## src/strided_2d_convolution_defines.svh

```systemverilog
// assertion macros for the strided convolution block
`ifndef STRIDED_2D_CONVOLUTION_DEFINES_SVH
`define STRIDED_2D_CONVOLUTION_DEFINES_SVH

// consequent must hold in the same cycle as the antecedent
`define SCONV_ASSERT_NOW(name, clk, rst_n, ante, cons) \
  name: assert property (@(posedge clk) disable iff (!rst_n) (ante) |-> (cons)) \
    else $error("sconv check failed");

// consequent must hold in the cycle after the antecedent
`define SCONV_ASSERT_NEXT(name, clk, rst_n, ante, cons) \
  name: assert property (@(posedge clk) disable iff (!rst_n) (ante) |=> (cons)) \
    else $error("sconv check failed");

`endif

```

## src/sconv_pkg.sv

```systemverilog
`default_nettype none

package sconv_pkg;

  // image and kernel limits
  localparam int MAX_WIDTH  = 32;
  localparam int MAX_HEIGHT = 1024;
  localparam int MAX_KERNEL = 3;
  localparam int MAX_STEP   = 4;

  // field widths
  localparam int PIX_W   = 8;
  localparam int ROW_W   = 11;
  localparam int COL_W   = 6;
  localparam int ADDR_W  = $clog2(MAX_WIDTH);
  localparam int SLOT_W  = 2;
  localparam int COEF_W  = 16;
  localparam int KROW_W  = 48;
  localparam int SUM_W   = 28;
  localparam int CIDX_W  = 3;

  // configuration register indexes
  typedef enum logic [CIDX_W-1:0] {
    REG_KERNEL_HEIGHT = 3'd0,
    REG_KERNEL_WIDTH  = 3'd1,
    REG_STEP_SIZE     = 3'd2,
    REG_ZERO_BORDER   = 3'd3,
    REG_IMAGE_WIDTH   = 3'd4,
    REG_KERNEL_ROW_0  = 3'd5,
    REG_KERNEL_ROW_1  = 3'd6,
    REG_KERNEL_ROW_2  = 3'd7
  } cfg_reg_e;

  // commands from the controller to the datapath
  typedef struct packed {
    logic start;
    logic advance;
    logic mac_start;
    logic push;
    logic flush;
  } dp_cmd_t;

  // status from the datapath to the controller
  typedef struct packed {
    logic walk_done;
    logic cand_ok;
    logic mac_busy;
    logic out_free;
    logic pend_valid;
  } dp_status_t;

endpackage

`default_nettype wire

```

## src/strided_2d_convolution.sv

```systemverilog
`default_nettype none
`include "strided_2d_convolution_defines.svh"

// Strided 2D correlation over a raster pixel stream, kernel up to 3x3 with
// signed Q8.8 coefficients, optional one-pixel zero border. Each input word
// is written into a three-row line store and then the windows it completes
// are walked one by one, each candidate window position in turn, with each
// window that is emitted going through a single multiply-accumulate unit
// reading the line store one tap a cycle. The word is accepted before its
// walk starts and its last result is handed over after the walk ends; the
// first pixel and the last pixel of a bordered image walk a whole border row,
// and a stalled output holds the walk.
// The output register lets the last result of one word wait while the next
// word is accepted. Configuration must only be written while idle.
module strided_2d_convolution (
  input  wire logic                          clk_i,
  input  wire logic                          rst_ni,
  input  wire logic                          cfg_valid_i,
  output logic                               cfg_ready_o,
  input  wire logic [sconv_pkg::CIDX_W-1:0]  cfg_index_i,
  input  wire logic [sconv_pkg::KROW_W-1:0]  cfg_data_i,
  input  wire logic                          in_valid_i,
  output logic                               in_ready_o,
  input  wire logic [sconv_pkg::PIX_W-1:0]   pixel_i,
  input  wire logic                          image_end_i,
  output logic                               out_valid_o,
  input  wire logic                          out_ready_i,
  output logic signed [sconv_pkg::SUM_W-1:0] filtered_value_o,
  output logic [sconv_pkg::ROW_W-1:0]        out_row_o,
  output logic [sconv_pkg::COL_W-1:0]        out_col_o,
  output logic                               run_last_o
);
  import sconv_pkg::*;

  dp_cmd_t    cmd;
  dp_status_t status;

  assign cfg_ready_o = 1'b1;

  // sequencing
  sconv_ctrl u_ctrl (
    .clk_i      (clk_i),
    .rst_ni     (rst_ni),
    .in_valid_i (in_valid_i),
    .in_ready_o (in_ready_o),
    .status_i   (status),
    .cmd_o      (cmd)
  );

  // line store, window walk and arithmetic
  sconv_dp u_dp (
    .clk_i            (clk_i),
    .rst_ni           (rst_ni),
    .cfg_valid_i      (cfg_valid_i),
    .cfg_index_i      (cfg_index_i),
    .cfg_data_i       (cfg_data_i),
    .pixel_i          (pixel_i),
    .image_end_i      (image_end_i),
    .cmd_i            (cmd),
    .status_o         (status),
    .out_ready_i      (out_ready_i),
    .out_valid_o      (out_valid_o),
    .filtered_value_o (filtered_value_o),
    .out_row_o        (out_row_o),
    .out_col_o        (out_col_o),
    .run_last_o       (run_last_o)
  );

  // checks
  `SCONV_ASSERT_NEXT(a_busy_after_word, clk_i, rst_ni, in_valid_i && in_ready_o, !in_ready_o)
  `SCONV_ASSERT_NOW(a_idle_no_pending, clk_i, rst_ni, in_ready_o, !status.pend_valid)
  `SCONV_ASSERT_NOW(a_mac_not_idle, clk_i, rst_ni, status.mac_busy, !in_ready_o)

endmodule

`default_nettype wire

```

## src/sconv_ctrl.sv

```systemverilog
`default_nettype none

module sconv_ctrl (
  input  wire logic                clk_i,
  input  wire logic                rst_ni,
  input  wire logic                in_valid_i,
  output logic                     in_ready_o,
  input  wire sconv_pkg::dp_status_t status_i,
  output sconv_pkg::dp_cmd_t       cmd_o
);
  import sconv_pkg::*;

  typedef enum logic [4:0] {
    ST_IDLE  = 5'b00001,
    ST_SCAN  = 5'b00010,
    ST_MAC   = 5'b00100,
    ST_PUSH  = 5'b01000,
    ST_FLUSH = 5'b10000
  } state_e;

  state_e state_q, state_d;

  // next state and commands
  always_comb begin
    state_d    = state_q;
    cmd_o      = '0;
    in_ready_o = 1'b0;
    case (state_q)
      ST_IDLE: begin
        in_ready_o = 1'b1;
        if (in_valid_i) begin
          cmd_o.start = 1'b1;
          state_d     = ST_SCAN;
        end
      end
      ST_SCAN: begin
        if (status_i.walk_done) begin
          state_d = status_i.pend_valid ? ST_FLUSH : ST_IDLE;
        end else if (status_i.cand_ok) begin
          cmd_o.mac_start = 1'b1;
          state_d         = ST_MAC;
        end else begin
          cmd_o.advance = 1'b1;
        end
      end
      ST_MAC: begin
        if (!status_i.mac_busy) begin
          state_d = ST_PUSH;
        end
      end
      ST_PUSH: begin
        if (!status_i.pend_valid || status_i.out_free) begin
          cmd_o.push    = 1'b1;
          cmd_o.advance = 1'b1;
          state_d       = ST_SCAN;
        end
      end
      ST_FLUSH: begin
        if (status_i.out_free) begin
          cmd_o.flush = 1'b1;
          state_d     = ST_IDLE;
        end
      end
      default: begin
        state_d = ST_IDLE;
      end
    endcase
  end

  // state register
  always_ff @(posedge clk_i or negedge rst_ni) begin
    if (!rst_ni) begin
      state_q <= ST_IDLE;
    end else begin
      state_q <= state_d;
    end
  end

endmodule

`default_nettype wire

```

## src/sconv_dp.sv

```systemverilog
`default_nettype none

module sconv_dp (
  input  wire logic                          clk_i,
  input  wire logic                          rst_ni,
  input  wire logic                          cfg_valid_i,
  input  wire logic [sconv_pkg::CIDX_W-1:0]  cfg_index_i,
  input  wire logic [sconv_pkg::KROW_W-1:0]  cfg_data_i,
  input  wire logic [sconv_pkg::PIX_W-1:0]   pixel_i,
  input  wire logic                          image_end_i,
  input  wire sconv_pkg::dp_cmd_t            cmd_i,
  output sconv_pkg::dp_status_t              status_o,
  input  wire logic                          out_ready_i,
  output logic                               out_valid_o,
  output logic signed [sconv_pkg::SUM_W-1:0] filtered_value_o,
  output logic [sconv_pkg::ROW_W-1:0]        out_row_o,
  output logic [sconv_pkg::COL_W-1:0]        out_col_o,
  output logic                               run_last_o
);
  import sconv_pkg::*;

  // candidate walk phases, in emission order
  localparam logic [2:0] PH_INIT  = 3'd0;
  localparam logic [2:0] PH_TOP   = 3'd1;
  localparam logic [2:0] PH_LEFT  = 3'd2;
  localparam logic [2:0] PH_MAIN  = 3'd3;
  localparam logic [2:0] PH_RIGHT = 3'd4;
  localparam logic [2:0] PH_BOT   = 3'd5;
  localparam logic [2:0] PH_DONE  = 3'd6;

  typedef struct packed {
    logic [ROW_W-1:0] q;
    logic [1:0]       r;
  } divres_t;

  // quotient and remainder by the step size (1..4)
  function automatic divres_t div_step(input logic [ROW_W-1:0] x, input logic [2:0] s);
    divres_t             res;
    logic [2*ROW_W-1:0]  prod;
    logic [ROW_W-1:0]    back;
    res  = '0;
    prod = '0;
    back = '0;
    case (s)
      3'd2: begin
        res.q = x >> 1;
        res.r = {1'b0, x[0]};
      end
      3'd3: begin
        prod  = (2*ROW_W)'(x) * (2*ROW_W)'(683);
        res.q = ROW_W'(prod >> 11);
        back  = x - ROW_W'(res.q * ROW_W'(3));
        res.r = back[1:0];
      end
      3'd4: begin
        res.q = x >> 2;
        res.r = x[1:0];
      end
      default: begin
        res.q = x;
        res.r = 2'd0;
      end
    endcase
    return res;
  endfunction

  // configuration registers
  logic [1:0]        kh_q, kw_q;
  logic [2:0]        step_q;
  logic              border_q;
  logic [COL_W-1:0]  width_q;
  logic [KROW_W-1:0] krow_q [MAX_KERNEL];

  always_ff @(posedge clk_i or negedge rst_ni) begin
    if (!rst_ni) begin
      kh_q     <= 2'd3;
      kw_q     <= 2'd3;
      step_q   <= 3'd1;
      border_q <= 1'b0;
      width_q  <= COL_W'(MAX_WIDTH);
      for (int i = 0; i < MAX_KERNEL; i++) begin
        krow_q[i] <= '0;
      end
    end else if (cfg_valid_i) begin
      case (cfg_reg_e'(cfg_index_i))
        REG_KERNEL_HEIGHT: kh_q     <= cfg_data_i[1:0];
        REG_KERNEL_WIDTH:  kw_q     <= cfg_data_i[1:0];
        REG_STEP_SIZE:     step_q   <= cfg_data_i[2:0];
        REG_ZERO_BORDER:   border_q <= cfg_data_i[0];
        REG_IMAGE_WIDTH:   width_q  <= cfg_data_i[COL_W-1:0];
        REG_KERNEL_ROW_0:  krow_q[0] <= cfg_data_i;
        REG_KERNEL_ROW_1:  krow_q[1] <= cfg_data_i;
        REG_KERNEL_ROW_2:  krow_q[2] <= cfg_data_i;
        default: ;
      endcase
    end
  end

  // clamped configuration
  logic [1:0]       kh, kw;
  logic [2:0]       stp;
  logic [COL_W-1:0] wid, wid_m1, pw;

  always_comb begin
    kh  = (kh_q == 2'd0) ? 2'd1 : kh_q;
    kw  = (kw_q == 2'd0) ? 2'd1 : kw_q;
    stp = (step_q == 3'd0) ? 3'd1 :
          (step_q > 3'(MAX_STEP)) ? 3'(MAX_STEP) : step_q;
    wid = (width_q == '0) ? COL_W'(1) :
          (width_q > COL_W'(MAX_WIDTH)) ? COL_W'(MAX_WIDTH) : width_q;
    wid_m1 = wid - COL_W'(1);
    pw     = wid + {{(COL_W-2){1'b0}}, border_q, 1'b0};
  end

  // position counters
  logic [COL_W-1:0]  col_cnt_q, col_cl;
  logic [ROW_W-1:0]  row_cnt_q;
  logic [SLOT_W-1:0] slot_q;
  logic              drop, rowend;

  assign col_cl = (col_cnt_q > wid_m1) ? wid_m1 : col_cnt_q;
  assign drop   = row_cnt_q >= ROW_W'(MAX_HEIGHT);
  assign rowend = col_cl == wid_m1;

  always_ff @(posedge clk_i or negedge rst_ni) begin
    if (!rst_ni) begin
      col_cnt_q <= '0;
      row_cnt_q <= '0;
      slot_q    <= '0;
    end else if (cmd_i.start) begin
      if (image_end_i) begin
        col_cnt_q <= '0;
        row_cnt_q <= '0;
        slot_q    <= '0;
      end else if (rowend) begin
        col_cnt_q <= '0;
        row_cnt_q <= drop ? ROW_W'(MAX_HEIGHT) : row_cnt_q + ROW_W'(1);
        // slot stays on the last stored row once rows are dropped
        if (!drop && row_cnt_q != ROW_W'(MAX_HEIGHT - 1)) begin
          slot_q <= (slot_q == SLOT_W'(MAX_KERNEL - 1)) ? '0 : slot_q + SLOT_W'(1);
        end
      end else begin
        col_cnt_q <= col_cl + COL_W'(1);
      end
    end
  end

  // word being worked on
  logic [COL_W-1:0]  cur_col_q;
  logic [ROW_W-1:0]  cur_row_q;
  logic [SLOT_W-1:0] cur_slot_q;
  logic              drop_q, rowend_q, end_q;

  always_ff @(posedge clk_i or negedge rst_ni) begin
    if (!rst_ni) begin
      cur_col_q  <= '0;
      cur_row_q  <= '0;
      cur_slot_q <= '0;
      drop_q     <= 1'b0;
      rowend_q   <= 1'b0;
      end_q      <= 1'b0;
    end else if (cmd_i.start) begin
      cur_col_q  <= col_cl;
      cur_row_q  <= row_cnt_q;
      cur_slot_q <= slot_q;
      drop_q     <= drop;
      rowend_q   <= rowend;
      end_q      <= image_end_i;
    end
  end

  // phases that apply to this word
  logic [PH_BOT:PH_TOP] ph_en;

  always_comb begin
    ph_en[PH_TOP]   = !drop_q && border_q && cur_row_q == '0 && cur_col_q == '0;
    ph_en[PH_LEFT]  = !drop_q && border_q && cur_col_q == '0;
    ph_en[PH_MAIN]  = !drop_q;
    ph_en[PH_RIGHT] = !drop_q && border_q && rowend_q;
    ph_en[PH_BOT]   = end_q && border_q && (rowend_q || drop_q);
  end

  // candidate walker
  logic [2:0]       phase_q, phase_next;
  logic [COL_W-1:0] pc_q;

  always_comb begin
    phase_next = PH_DONE;
    for (int i = PH_BOT; i >= PH_TOP; i--) begin
      if (3'(i) > phase_q && ph_en[i]) begin
        phase_next = 3'(i);
      end
    end
  end

  always_ff @(posedge clk_i or negedge rst_ni) begin
    if (!rst_ni) begin
      phase_q <= PH_DONE;
      pc_q    <= '0;
    end else if (cmd_i.start) begin
      phase_q <= PH_INIT;
      pc_q    <= '0;
    end else if (cmd_i.advance) begin
      if ((phase_q == PH_TOP || phase_q == PH_BOT) && pc_q != pw - COL_W'(1)) begin
        pc_q <= pc_q + COL_W'(1);
      end else begin
        phase_q <= phase_next;
        pc_q    <= '0;
      end
    end
  end

  // candidate window, given by its bottom-right corner
  logic [ROW_W:0]   lr, pr;
  logic [COL_W-1:0] pc;
  logic [12:0]      r0;
  logic [7:0]       c0;
  divres_t          rdiv, cdiv;
  logic             cand_ok;

  always_comb begin
    lr = drop_q ? (ROW_W+1)'(MAX_HEIGHT - 1) : {1'b0, cur_row_q};
    case (phase_q)
      PH_TOP: begin
        pr = '0;
        pc = pc_q;
      end
      PH_LEFT: begin
        pr = {1'b0, cur_row_q} + (ROW_W+1)'(border_q);
        pc = '0;
      end
      PH_MAIN: begin
        pr = {1'b0, cur_row_q} + (ROW_W+1)'(border_q);
        pc = cur_col_q + COL_W'(border_q);
      end
      PH_RIGHT: begin
        pr = {1'b0, cur_row_q} + (ROW_W+1)'(border_q);
        pc = pw - COL_W'(1);
      end
      PH_BOT: begin
        pr = lr + (ROW_W+1)'(2);
        pc = pc_q;
      end
      default: begin
        pr = '0;
        pc = '0;
      end
    endcase
    r0      = 13'(pr) - 13'(kh) + 13'd1;
    c0      = 8'(pc) - 8'(kw) + 8'd1;
    rdiv    = div_step(r0[ROW_W-1:0], stp);
    cdiv    = div_step(ROW_W'(c0[COL_W-1:0]), stp);
    cand_ok = phase_q >= PH_TOP && phase_q <= PH_BOT && !r0[12] && !c0[7] &&
              rdiv.r == 2'd0 && cdiv.r == 2'd0;
  end

  // tap sequencer
  logic [ROW_W-1:0] r0_q, qrow_q;
  logic [COL_W-1:0] c0_q, qcol_q;
  logic [1:0]       k_q, l_q;
  logic             issue_q, s1_v_q, s2_v_q;

  always_ff @(posedge clk_i or negedge rst_ni) begin
    if (!rst_ni) begin
      k_q     <= '0;
      l_q     <= '0;
      issue_q <= 1'b0;
      s1_v_q  <= 1'b0;
      s2_v_q  <= 1'b0;
    end else begin
      s1_v_q <= issue_q;
      s2_v_q <= s1_v_q;
      if (cmd_i.mac_start) begin
        k_q     <= '0;
        l_q     <= '0;
        issue_q <= 1'b1;
      end else if (issue_q) begin
        if (l_q == kw - 2'd1) begin
          l_q <= '0;
          if (k_q == kh - 2'd1) begin
            issue_q <= 1'b0;
          end else begin
            k_q <= k_q + 2'd1;
          end
        end else begin
          l_q <= l_q + 2'd1;
        end
      end
    end
  end

  always_ff @(posedge clk_i) begin
    if (cmd_i.mac_start) begin
      r0_q   <= r0[ROW_W-1:0];
      c0_q   <= c0[COL_W-1:0];
      qrow_q <= rdiv.q;
      qcol_q <= cdiv.q[COL_W-1:0];
    end
  end

  // tap address into the line store
  logic [12:0]       ty, td;
  logic [7:0]        tx;
  logic              tap_ok;
  logic [2:0]        slot_t;
  logic [SLOT_W-1:0] rd_slot;

  always_comb begin
    ty      = 13'(r0_q) + 13'(k_q) - 13'(border_q);
    tx      = 8'(c0_q) + 8'(l_q) - 8'(border_q);
    td      = 13'(lr) - ty;
    tap_ok  = !ty[12] && !tx[7] && tx < 8'(wid) && !td[12] && td <= 13'(MAX_KERNEL - 1);
    slot_t  = 3'(cur_slot_q) + 3'(MAX_KERNEL) - 3'(td[1:0]);
    rd_slot = (slot_t >= 3'(MAX_KERNEL)) ? SLOT_W'(slot_t - 3'(MAX_KERNEL)) :
                                           SLOT_W'(slot_t);
  end

  // line store, one row per slot
  logic [PIX_W-1:0] line_mem [MAX_KERNEL][MAX_WIDTH];
  logic [PIX_W-1:0] rd_q;

  always_ff @(posedge clk_i) begin
    if (cmd_i.start && !drop) begin
      line_mem[slot_q][col_cl[ADDR_W-1:0]] <= pixel_i;
    end
    rd_q <= line_mem[rd_slot][tx[ADDR_W-1:0]];
  end

  // multiply and accumulate
  logic signed [COEF_W-1:0]         coef_q;
  logic                             zero_q;
  logic signed [PIX_W:0]            pix_s;
  logic signed [COEF_W+PIX_W:0]     prod_q;
  logic signed [SUM_W-1:0]          acc_q;

  assign pix_s = zero_q ? '0 : $signed({1'b0, rd_q});

  always_ff @(posedge clk_i) begin
    coef_q <= krow_q[k_q][{l_q, 4'b0000} +: COEF_W];
    zero_q <= !tap_ok;
    prod_q <= coef_q * pix_s;
    if (cmd_i.mac_start) begin
      acc_q <= '0;
    end else if (s2_v_q) begin
      acc_q <= acc_q + SUM_W'(prod_q);
    end
  end

  // pending result and output register
  logic                    pend_v_q, out_v_q;
  logic signed [SUM_W-1:0] pend_val_q;
  logic [ROW_W-1:0]        pend_row_q;
  logic [COL_W-1:0]        pend_col_q;
  logic                    out_free, load_out;

  assign out_free = !out_v_q || out_ready_i;
  assign load_out = (cmd_i.push && pend_v_q) || cmd_i.flush;

  always_ff @(posedge clk_i or negedge rst_ni) begin
    if (!rst_ni) begin
      pend_v_q <= 1'b0;
      out_v_q  <= 1'b0;
    end else begin
      if (cmd_i.push) begin
        pend_v_q <= 1'b1;
      end else if (cmd_i.flush) begin
        pend_v_q <= 1'b0;
      end
      if (load_out) begin
        out_v_q <= 1'b1;
      end else if (out_ready_i) begin
        out_v_q <= 1'b0;
      end
    end
  end

  always_ff @(posedge clk_i) begin
    if (cmd_i.push) begin
      pend_val_q <= acc_q;
      pend_row_q <= qrow_q;
      pend_col_q <= qcol_q;
    end
    if (load_out) begin
      filtered_value_o <= pend_val_q;
      out_row_o        <= pend_row_q;
      out_col_o        <= pend_col_q;
      run_last_o       <= cmd_i.flush && end_q;
    end
  end

  assign out_valid_o = out_v_q;

  // status to the controller
  always_comb begin
    status_o.walk_done  = phase_q == PH_DONE;
    status_o.cand_ok    = cand_ok;
    status_o.mac_busy   = issue_q || s1_v_q || s2_v_q;
    status_o.out_free   = out_free;
    status_o.pend_valid = pend_v_q;
  end

endmodule

`default_nettype wire
```

## config.mk

```make
export PLATFORM = sky130hd
export DESIGN_NAME = strided_2d_convolution
export DESIGN_NICKNAME = d
export VERILOG_FILES = /design/src/sconv_pkg.sv /design/src/strided_2d_convolution.sv /design/src/sconv_ctrl.sv /design/src/sconv_dp.sv
export VERILOG_INCLUDE_DIRS = /design/src /design/src/src
export SDC_FILE = /design/constraint.sdc
export NUM_CORES = 2
export LEC_CHECK = 0
export BUFFER_PORTS_ARGS = -buffer_cell sky130_fd_sc_hd__buf_4
export CORE_MARGIN = 2
export CORE_UTILIZATION = 34
export CTS_CLUSTER_DIAMETER = 80
export DETAILED_ROUTE_END_ITERATION = 6
export MAX_ROUTING_LAYER = met4
export PLACE_DENSITY_LB_ADDON = 0.08
export SLEW_MARGIN = 30
export SYNTH_ARGS = -nofsm -noshare
export SYNTH_HDL_FRONTEND = slang
export SYNTH_SLANG_ARGS = --single-unit
```

## constraint.sdc

```tcl
create_clock -name clk_i -period 8.5 [get_ports clk_i]
set_input_delay 0.85 -clock clk_i [delete_from_list [all_inputs] [get_ports clk_i]]
set_output_delay 0.85 -clock clk_i [all_outputs]
set_load 0.01 [all_outputs]
```

==> results.json <==
{
  "critPathSlowestCell": "dfstp_2",
  "vias_per_cell": 5.05,
  "port_buffers": 112,
  "synthDistinctLibCells": 87,
  "finClkSkew_ns": 0.0265,
  "globalRouteOverflowTotal": 0,
  "rows": 151,
  "whs_ns": 0.0849,
  "synth_ff_type": "edfxtp_1",
  "synth_nets": 4383,
  "period_minus_slack_ns": 8.07,
  "cap_viol_max_count": 0,
  "hpwl_um": 96900,
  "post-route-util_pct": 39.4,
  "synth_warnings": 0,
  "drc_errors": 0,
  "antenna_found_initial": 8,
  "gp_congestion": 0.797,
  "grt_max_degree": 127,
  "chipWidth_um": 417,
  "synth_area_um2": 58000,
  "hold_buffers": 0,
  "clockRootBuffer": "clkbuf_16",
  "syn_avg_cell_area_um2": 14.7,
  "clk_pin_slew_ns": 0.06,
  "dr.first_iter.drc_count": 1744,
  "die-area_um2": 174000,
  "io-pin-count": 114,
  "crit_top_cell": "ha_1",
  "cts_max_path_buffers": 3,
  "initial_core_util_pct": 34.2,
  "setup_violations": 0,
  "htreeDepth": 4,
  "syn2layout_area_growth_pct": 15.0,
  "fmax_mhz": 124,
  "cp-start-kind": "flop",
  "synth_edf_count": 893,
  "ys_ff_latch": 1193,
  "netlist_instances": 3939,
  "fp.coreArea_um2": 169000,
  "crit_path_max_fanout": 7,
  "critical_path.max_stage_delay_ns": 0.55,
  "grt.total_usage_pct": 17.3,
  "wirelength_um": 145000,
  "ant_nets": 0,
  "worst_slew_pin_slew_ns": 1.02,
  "clk_latency_ns": 0.77,
  "clock-sinks": 1193,
  "drtPass1Iterations": 6,
  "fin_nets": 4567,
  "cts_tree": "yes",
  "ys_seq_area_share_pct": 58.5,
  "min_path_type": "in2async",
  "grt_pass1_vias": 33854,
  "critical_path_class": "reg2reg",
  "cts_buffers": 140,
  "die_h_um": 417,
  "grt_pass1_wl_um": 220000,
  "period_share_pct": 95.0,
  "wl_per_cell_um": 22.4,
  "drv_slew": 0,
  "crit_required_ns": 9.15,
  "synth_async_sr_flop_share_pct": 18.6,
  "vias": 32596,
  "worstSetupEndpointType": "flop",
  "finalHoldViolCount": 0,
  "r2r_setup_slack_ns": 0.43,
  "slew_headroom_pct": 31.8,
  "arrival_ns": 8.72,
  "outcome": "complete, no violations",
  "drive_gt1_share_pct": 21.6
}
[routing by layer]
metal,wire [um],global-route usage [%]
met1,66000,22.9
met2,71300,28.0
met3,4940,2.58
met4,2770,4.21
met5,0,-
[final cells by class]
| type | instances | area (um^2) |
|---|---|---|
| diodes | 5 | 12.5 |
| clock buffers | 185 | 3870 |
| clock inverters | 71 | 871 |
| fillers | 15862 | 103000 |
| inverters | 258 | 968 |
| multi-input cells | 2330 | 22700 |
| flip-flops and latches | 1193 | 34000 |
| well taps | 2218 | 2780 |
| repair buffers | 200 | 1570 |
[cells in the mapped netlist, drive strengths merged (6+ instances only)]
library cell	instances	area, um^2
o22ai	30	188
or3	16	105
xnor2	103	917
o21a	18	135
dfxtp	78	1560
a221o	6	60.1
mux2i	51	510
nand4	13	81.3
dfstp	9	236
ha	236	2950
a21o	30	225
nand2b	26	163
o211ai	16	120
a31oi	13	81.3
o31ai	8	60.1
inv	257	965
clkbuf	127	477
o21ai	118	591
a211oi	19	143
or2	15	93.8
fa	143	2860
a211o	7	61.3
and2	93	582
nand3b	6	45.0
a21oi	125	626
buf	31	136
a22oi	26	195
o21bai	11	82.6
mux2	176	1980
nand2	243	915
nor2	243	912
nor3	34	170
mux4	256	5770
and3	24	150
nor3b	17	128
a31o	6	52.6
xor2	33	289
nor4	14	87.6
dfrtp	213	5330
edfxtp	893	26800
nand3	48	245
nor2b	34	213
[flip-flops by register name, summed over array words and instances (netlist names), 8 cells and up]
| register | cells |
|---|---|
| u_dp.acc_q | 28 |
| u_dp.coef_q | 16 |
| u_dp.r0_q | 11 |
| u_dp.krow_q | 144 |
| u_dp.line_mem | 768 |
| u_dp.qrow_q | 11 |
| u_dp.out_row_o | 11 |
| u_dp.pend_val_q | 28 |
| u_dp.cur_row_q | 11 |
| u_dp.prod_q | 25 |
| u_dp.pend_row_q | 11 |
| u_dp.filtered_value_o | 28 |
| u_dp.row_cnt_q | 11 |
| u_dp.rd_q | 8 |
[cells by family (layout without fill, tap and decap cells)]
| group | Yosys count | count (layout) | synth area share, % |
|---|---|---|---|
| XOR/XNOR | 137 | 137 | 2.12 |
| multiplexers | 483 | 483 | 14.2 |
| AND/OR/NAND/NOR | 844 | 844 | 6.98 |
| AO/OA/AOI/OAI | 486 | 486 | 5.37 |
| buffers and inverters | 416 | 714 | 2.73 |
| adder cells (fa/ha/maj) | 379 | 379 | 10.0 |
| other | 1 | 6 | 0.00647 |
| flip-flops | 1193 | 1193 | 58.5 |
[worst paths after layout]
| path | startpoint | end | depth (start not counted) |
|---|---|---|---|
| worst max-delay path | u_dp.phase_q[2] | u_dp.pc_q[2] | 35 |
| worst min-delay path | rst_ni | u_dp.krow_q[134] | 1 |
| worst max register to register | u_dp.phase_q[2] | u_dp.pc_q[2] | 35 |
| worst min register to register | u_dp.s1_v_q | u_dp.s2_v_q | 0 |
| max in group asynchronous | rst_ni | u_dp.drop_q | 2 |
| min in group clk_i | image_end_i | u_dp.row_cnt_q[0] | 2 |
[layout by cell type, fill, tap and decap left out, types with 118 or more instances in the layout]
master,count
a21oi_1,118
buf_4,192
clkbuf_16,144
dfrtp_1,208
edfxtp_1,893
fa_1,143
ha_1,232
inv_1,255
mux2_2,175
mux4_2,256
nand2_1,242
nor2_1,239
[worst max-delay path: cells and delay by family (launching register included)]
family | cells | cell delay [ns]
and+or+nand+nor | 4 | 0.49
xor gates and xnor gates | 1 | 0.14
buffers and inverters | 4 | 0.41
adders and majority gates | 10 | 3.45
AOI/OAI and AO/OA | 16 | 2.91
DFF | 1 | 0.55
[what timing repair did]
item	4_1_cts	5_1_grt
resized for setup	1	32
pin swaps	0	7
setup endpoints to repair	2	79
buffers inserted	0	11
[stage by stage]
| stage | std cells | TNS (ns) | area [um^2] | worst slack (ns) |
|---|---|---|---|---|
| finish | 6460 | 0 | 66700 | 0.427 |
| global route | 6460 | -0.0938 | 66700 | -0.0444 |
| CTS | 6444 | 0 | 66500 | 0.0442 |
| detailed placement | 6188 | 0 | 61700 | 0.0469 |
| global placement | 6188 | 0 | 61700 | 0.223 |
| floorplan | 3939 | 0 | 58000 | 0.0376 |
Power is not shown: default switching activity piles up to over one toggle a cycle in this logic, so the estimate is an artifact.
